<file path="src/rtl/cc_pkg.sv">
// shared types, constants and register map of the chacha20 stream cipher unit
package cc_pkg;

    localparam int CC_DOUBLE_ROUNDS = 10;
    localparam int CC_WORDS         = 16;
    localparam int CC_LANES         = 4;
    localparam int CC_CHUNKS        = 8;
    localparam int CC_ADDR_W        = 6;
    localparam int CC_DATA_W        = 64;

    localparam logic [31:0] CC_SIGMA_0 = 32'h6170_7865;
    localparam logic [31:0] CC_SIGMA_1 = 32'h3320_646e;
    localparam logic [31:0] CC_SIGMA_2 = 32'h7962_2d32;
    localparam logic [31:0] CC_SIGMA_3 = 32'h6b20_6574;

    typedef enum logic [2:0] {
        REG_KEY_0_1   = 3'd0,
        REG_KEY_2_3   = 3'd1,
        REG_KEY_4_5   = 3'd2,
        REG_KEY_6_7   = 3'd3,
        REG_NONCE_0_1 = 3'd4,
        REG_NONCE_2   = 3'd5,
        REG_START_CNT = 3'd6
    } t_cc_reg;

    typedef enum logic [1:0] {
        ST_IDLE = 2'd0,
        ST_GEN  = 2'd1,
        ST_EMIT = 2'd2
    } t_cc_state;

    typedef struct packed {
        logic [63:0] data_chunk;
        logic        restart;
        logic        message_end;
    } t_cc_in;

    typedef struct packed {
        logic [63:0] cipher_chunk;
        logic [31:0] block_number;
        logic        block_last;
    } t_cc_out;

    typedef struct packed {
        logic [7:0][31:0] key;
        logic [2:0][31:0] nonce;
    } t_cc_cfg;

    typedef struct packed {
        logic        start;
        logic [31:0] counter;
    } t_cc_core_ctl;

endpackage

</file>
<file path="src/rtl/cc_qround.sv">
// one chacha quarter round on four 32-bit words
module cc_qround
    import cc_pkg::*;
(
    input  logic [31:0] i_a,
    input  logic [31:0] i_b,
    input  logic [31:0] i_c,
    input  logic [31:0] i_d,
    output logic [31:0] o_a,
    output logic [31:0] o_b,
    output logic [31:0] o_c,
    output logic [31:0] o_d
);

    logic [31:0] a1, b1, c1, d1, a2, b2, c2, d2;
    logic [31:0] dx1, bx1, dx2, bx2;

    always_comb begin
        a1  = i_a + i_b;
        dx1 = i_d ^ a1;
        d1  = {dx1[15:0], dx1[31:16]};
        c1  = i_c + d1;
        bx1 = i_b ^ c1;
        b1  = {bx1[19:0], bx1[31:20]};
        a2  = a1 + b1;
        dx2 = d1 ^ a2;
        d2  = {dx2[23:0], dx2[31:24]};
        c2  = c1 + d2;
        bx2 = b1 ^ c2;
        b2  = {bx2[24:0], bx2[31:25]};
        o_a = a2;
        o_b = b2;
        o_c = c2;
        o_d = d2;
    end

endmodule

</file>
<file path="src/rtl/cc_core.sv">
// keystream block generator: four quarter-round lanes, one half round per cycle, feed-forward merge
module cc_core
    import cc_pkg::*;
#(
    parameter int DOUBLE_ROUNDS = CC_DOUBLE_ROUNDS
) (
    input  logic                 i_clk,
    input  logic                 i_rst_n,
    input  t_cc_core_ctl         i_ctl,
    input  t_cc_cfg              i_cfg,
    output logic                 o_done,
    output logic [7:0][63:0]     o_ks
);

    localparam int HALF_ROUNDS = 2 * DOUBLE_ROUNDS;
    localparam int HALF_W      = $clog2(HALF_ROUNDS);

    logic [31:0]        init_w [CC_WORDS];
    logic [31:0]        r_st   [CC_WORDS];
    logic [HALF_W-1:0]  r_half, n_half;
    logic               r_busy, n_busy;
    logic               r_ff, n_ff;
    logic               r_done;
    logic [7:0][63:0]   r_ks;
    logic               diag;

    logic [31:0] la [CC_LANES];
    logic [31:0] lb [CC_LANES];
    logic [31:0] lc [CC_LANES];
    logic [31:0] ld [CC_LANES];
    logic [31:0] qa [CC_LANES];
    logic [31:0] qb [CC_LANES];
    logic [31:0] qc [CC_LANES];
    logic [31:0] qd [CC_LANES];

    assign diag = r_half[0];

    always_comb begin
        init_w[0]  = CC_SIGMA_0;
        init_w[1]  = CC_SIGMA_1;
        init_w[2]  = CC_SIGMA_2;
        init_w[3]  = CC_SIGMA_3;
        for (int k = 0; k < 8; k++) begin
            init_w[4 + k] = i_cfg.key[k];
        end
        init_w[12] = i_ctl.counter;
        for (int k = 0; k < 3; k++) begin
            init_w[13 + k] = i_cfg.nonce[k];
        end
    end

    always_comb begin
        for (int i = 0; i < CC_LANES; i++) begin
            la[i] = r_st[i];
            if (diag) begin
                lb[i] = r_st[4 + ((i + 1) % 4)];
                lc[i] = r_st[8 + ((i + 2) % 4)];
                ld[i] = r_st[12 + ((i + 3) % 4)];
            end else begin
                lb[i] = r_st[4 + i];
                lc[i] = r_st[8 + i];
                ld[i] = r_st[12 + i];
            end
        end
    end

    for (genvar g = 0; g < CC_LANES; g++) begin : g_lane
        cc_qround u_qround (
            .i_a (la[g]),
            .i_b (lb[g]),
            .i_c (lc[g]),
            .i_d (ld[g]),
            .o_a (qa[g]),
            .o_b (qb[g]),
            .o_c (qc[g]),
            .o_d (qd[g])
        );
    end

    always_comb begin
        n_half = r_half;
        n_busy = r_busy;
        n_ff   = 1'b0;
        if (i_ctl.start) begin
            n_half = '0;
            n_busy = 1'b1;
        end else if (r_busy) begin
            n_half = r_half + 1'b1;
            if (r_half == HALF_W'(HALF_ROUNDS - 1)) begin
                n_busy = 1'b0;
                n_ff   = 1'b1;
            end
        end
    end

    always_ff @(posedge i_clk) begin
        if (!i_rst_n) begin
            r_half <= '0;
            r_busy <= 1'b0;
            r_ff   <= 1'b0;
            r_done <= 1'b0;
        end else begin
            r_half <= n_half;
            r_busy <= n_busy;
            r_ff   <= n_ff;
            r_done <= r_ff;
        end
    end

    always_ff @(posedge i_clk) begin
        if (i_ctl.start) begin
            for (int k = 0; k < CC_WORDS; k++) begin
                r_st[k] <= init_w[k];
            end
        end else if (r_busy) begin
            for (int i = 0; i < CC_LANES; i++) begin
                r_st[i] <= qa[i];
                if (diag) begin
                    r_st[4 + ((i + 1) % 4)]  <= qb[i];
                    r_st[8 + ((i + 2) % 4)]  <= qc[i];
                    r_st[12 + ((i + 3) % 4)] <= qd[i];
                end else begin
                    r_st[4 + i]  <= qb[i];
                    r_st[8 + i]  <= qc[i];
                    r_st[12 + i] <= qd[i];
                end
            end
        end
    end

    always_ff @(posedge i_clk) begin
        if (r_ff) begin
            for (int j = 0; j < CC_CHUNKS; j++) begin
                r_ks[j] <= {r_st[2 * j + 1] + init_w[2 * j + 1], r_st[2 * j] + init_w[2 * j]};
            end
        end
    end

    assign o_done = r_done;
    assign o_ks   = r_ks;

endmodule

</file>
<file path="config.mk">
export PLATFORM = sky130hd
export DESIGN_NAME = cc_core
export DESIGN_NICKNAME = d
export VERILOG_FILES = /design/src/rtl/cc_pkg.sv /design/src/rtl/cc_qround.sv /design/src/rtl/cc_core.sv
export SDC_FILE = /design/constraint.sdc
export NUM_CORES = 2
export LEC_CHECK = 0
export ABC_AREA = 0
export BUFFER_PORTS_ARGS = -buffer_cell sky130_fd_sc_hd__buf_4
export CAP_MARGIN = 10
export CORE_AREA = 5 5 560 562
export CTS_CLUSTER_SIZE = 24
export DETAILED_ROUTE_END_ITERATION = 7
export DIE_AREA = 0 0 565 567
export GPL_TIMING_DRIVEN = 1
export HOLD_SLACK_MARGIN = 0.03
export PLACE_DENSITY = 0.45
export SLEW_MARGIN = 20
export SYNTH_ARGS = -nofsm -noshare
export SYNTH_HDL_FRONTEND = slang
export SYNTH_SLANG_ARGS = --single-unit
</file>
<file path="constraint.sdc">
create_clock -name i_clk -period 20.8 [get_ports i_clk]
set_input_delay 2.08 -clock i_clk [delete_from_list [all_inputs] [get_ports i_clk]]
set_output_delay 2.08 -clock i_clk [all_outputs]
set_load 0.01 [all_outputs]
</file>
==> flow_summary.yaml <==
status:
  status: "finished clean"
placed_design:
  place_ws_ns: 1.10
  place_congestion: 1.05
  io_buffer_count: 899
  dp_hpwl_mm: 562
global_route:
  antenna_found_initial: 98
  grt_pass1_vias: 83100
  grt_max_degree: 129
  grt_use_total: 0.387
  grt_pass1_wl_mm: 821
  overflow: 0
logic_synthesis:
  netlist_top_cells_area: "edfxtp_1, ha_1, xnor2_1"
  netlist_instances: 9701
  synthArstFlopShare: 0
  ys_warn_count: 0
  synth_top_cell_by_area: "edfxtp_1"
  syn_area_um2: 92000
  synth_common_cells: "edfxtp_1, xnor2_1, ha_1, nand2_1, nor2_1"
  ys_types: 134
  synth_top_area_share: 0.334
  synth-seq-area-share: 0.336
  avgSynthCellArea_um2: 9.48
  synthMostInstantiatedCell: "edfxtp_1"
  synth_ff_type: "edfxtp_1"
  synth.ff_latch_count: 1032
  synth-edff-count: 1024
  synth_nets: 11000
routing:
  wl_per_cell_um: 43.2
  wl_met2_mm: 287
  drt-initial-drc-count: 10600
  met1_length_mm: 256
  met3_length_mm: 50.0
  routed_via_density: 5.85
  dr.pass1.iters: 8
  via_count: 87800
  ant_nets: 0
  wirelength_mm: 648
  routed.top_layer: "met5"
  drcViolationCount: 0
sta:
  clock_skew_ns: 0.0600
  fin_crit_sh: 0.945
  max_slew_margin: 0.121
  maxSlewViolCount: 0
  worst_slew_pin_slew_ns: 1.28
  max_clock_freq_ghz: 0.0509
  min_period_ns: 19.65
  hold_violations: 0
  hold_slack_ns: 0.540
  setup_ws_ns: 1.15
  grt_setup_unrepaired: "no"
  setup_viol: 0
  setup-tns-final_ns: 0
clocking:
  cts_buffers: 146
  ctsHtreeMaxLevel: 4
  clk_pin_slew_ns: 0.07
  post_cts_buffers: 0
  clockBufferDepth: 4
  clkLatencyLatePin_ns: 0.88
  numClockSinks: 1032
  cts_root_buf: "clkbuf_16"
  cts_tree: "done"
hold_path:
  hold_class: "flip-flop to flip-flop"
  hold_start: "r_half[4]"
setup_path:
  critPathCaptureType: "flip-flop"
  start_kind: "flip-flop"
  path_common_cell: "a21oi_1"
  cpMaxStageDelayCell: "xor2_1"
  cp.required_ns: 21.42
  crit_type: "flip-flop to flip-flop"
  crit_fanout: 41
  crit_path_start: "r_half[0]"
  cpPeakStageDelay_ns: 0.84
  r2r_start: "r_half[0]"
  arrival_ns: 20.27
floorplan:
  start_util: 0.299
  fp.coreArea_um2: 308000
  io_pins: 900
  dieHeight_um: 567
  core.rowCount: 204
  die_x_um: 565
  dieArea_um2: 320000
layout:
  multi_input_area_um2: 59100
  drive_above_1_share: 0.174
  filler_cell_count: 31400
  ff_latch_area_um2: 30900
  final_core_util: 0.359
  areaGrowthSynthToFinish_pct: 20.3
  layout.nets: 12000
job:
  maxCapViolations: 0
-- worst max-delay path: cells and delay by family, from the launching register on --
kind	cells	cell delay (ns)
compound gates	33	7.90
xor+xnor	8	3.94
simple gates	10	2.56
fa+ha+maj	6	2.38
buf+inv	3	1.27
flops	1	0.67
mux	1	0.53
-- cells in the final DEF (no fill, tap or decap), types with 212 or more instances in the layout --
| cell | count |
|---|---|
| buf_4 | 1109 |
| edfxtp_1 | 1024 |
| ha_1 | 849 |
| xnor2_1 | 846 |
| nand2_1 | 823 |
| nor2_1 | 679 |
| a21oi_1 | 658 |
| o21ai_0 | 628 |
| inv_1 | 509 |
| xor2_1 | 413 |
| mux2i_1 | 288 |
| nor3_1 | 221 |
| a21o_1 | 212 |
-- metal layers --
layer	vias up	GRT usage
li1	37500	-
met1	44200	0.480
met2	4938	0.607
met3	1136	0.0762
met4	24	0.262
met5	-	0
-- stage by stage --
stage / cell area (um^2) / std cells
after floorplan: 92000 / 9701
after global placement: 105000 / 14700
after detailed placement: 105000 / 14700
after CTS: 110000 / 14900
after global routing: 111000 / 15000
final: 111000 / 15000
-- final timing paths --
kind / endpoint / slack, ns / cells after the start
max: r_st[2][38] / 1.15 / 61
min: r_ff / 0.54 / 2
max reg2reg: r_st[2][38] / 1.15 / 61
min reg2reg: r_ff / 0.54 / 2
-- what timing repair did --
action                                  CTS  global route
hold buffers                              0             0
endpoints found under the setup margin    0             3
gates resized for setup                   0             2
hold endpoints to repair                  0             0
-- state kept, by name, summed over array words and instances (netlist names) --
name and count:
r_ff 1, o_ks 512, r_half 5, o_done 1, r_st 512, r_busy 1
-- final cells by class --
type | instances | share of cell area
Clock inverter | 98 | 0.0100
Sequential cell | 1032 | 0.280
Inverter | 510 | 0.0173
Antenna cell | 44 | 0.000995
Clock buffer | 164 | 0.0345
Tap cell | 4120 | 0.0466
Multi-Input combinational cell | 7906 | 0.534
Timing Repair Buffer | 1119 | 0.0767
-- cell families after synthesis --
family | Yosys count | synth area share
and+or+nand+nor | 2600 | 0.133
DFF | 1032 | 0.336
muxes | 502 | 0.0573
xor gates and xnor gates | 1401 | 0.139
AOI/OAI and AO/OA | 2515 | 0.180
adders and majority gates | 888 | 0.123
buffers and inverters | 763 | 0.0320
Power is left out: the tool's default activity adds up to more than one toggle a clock period on the data nets, which glitch-free logic cannot reach.
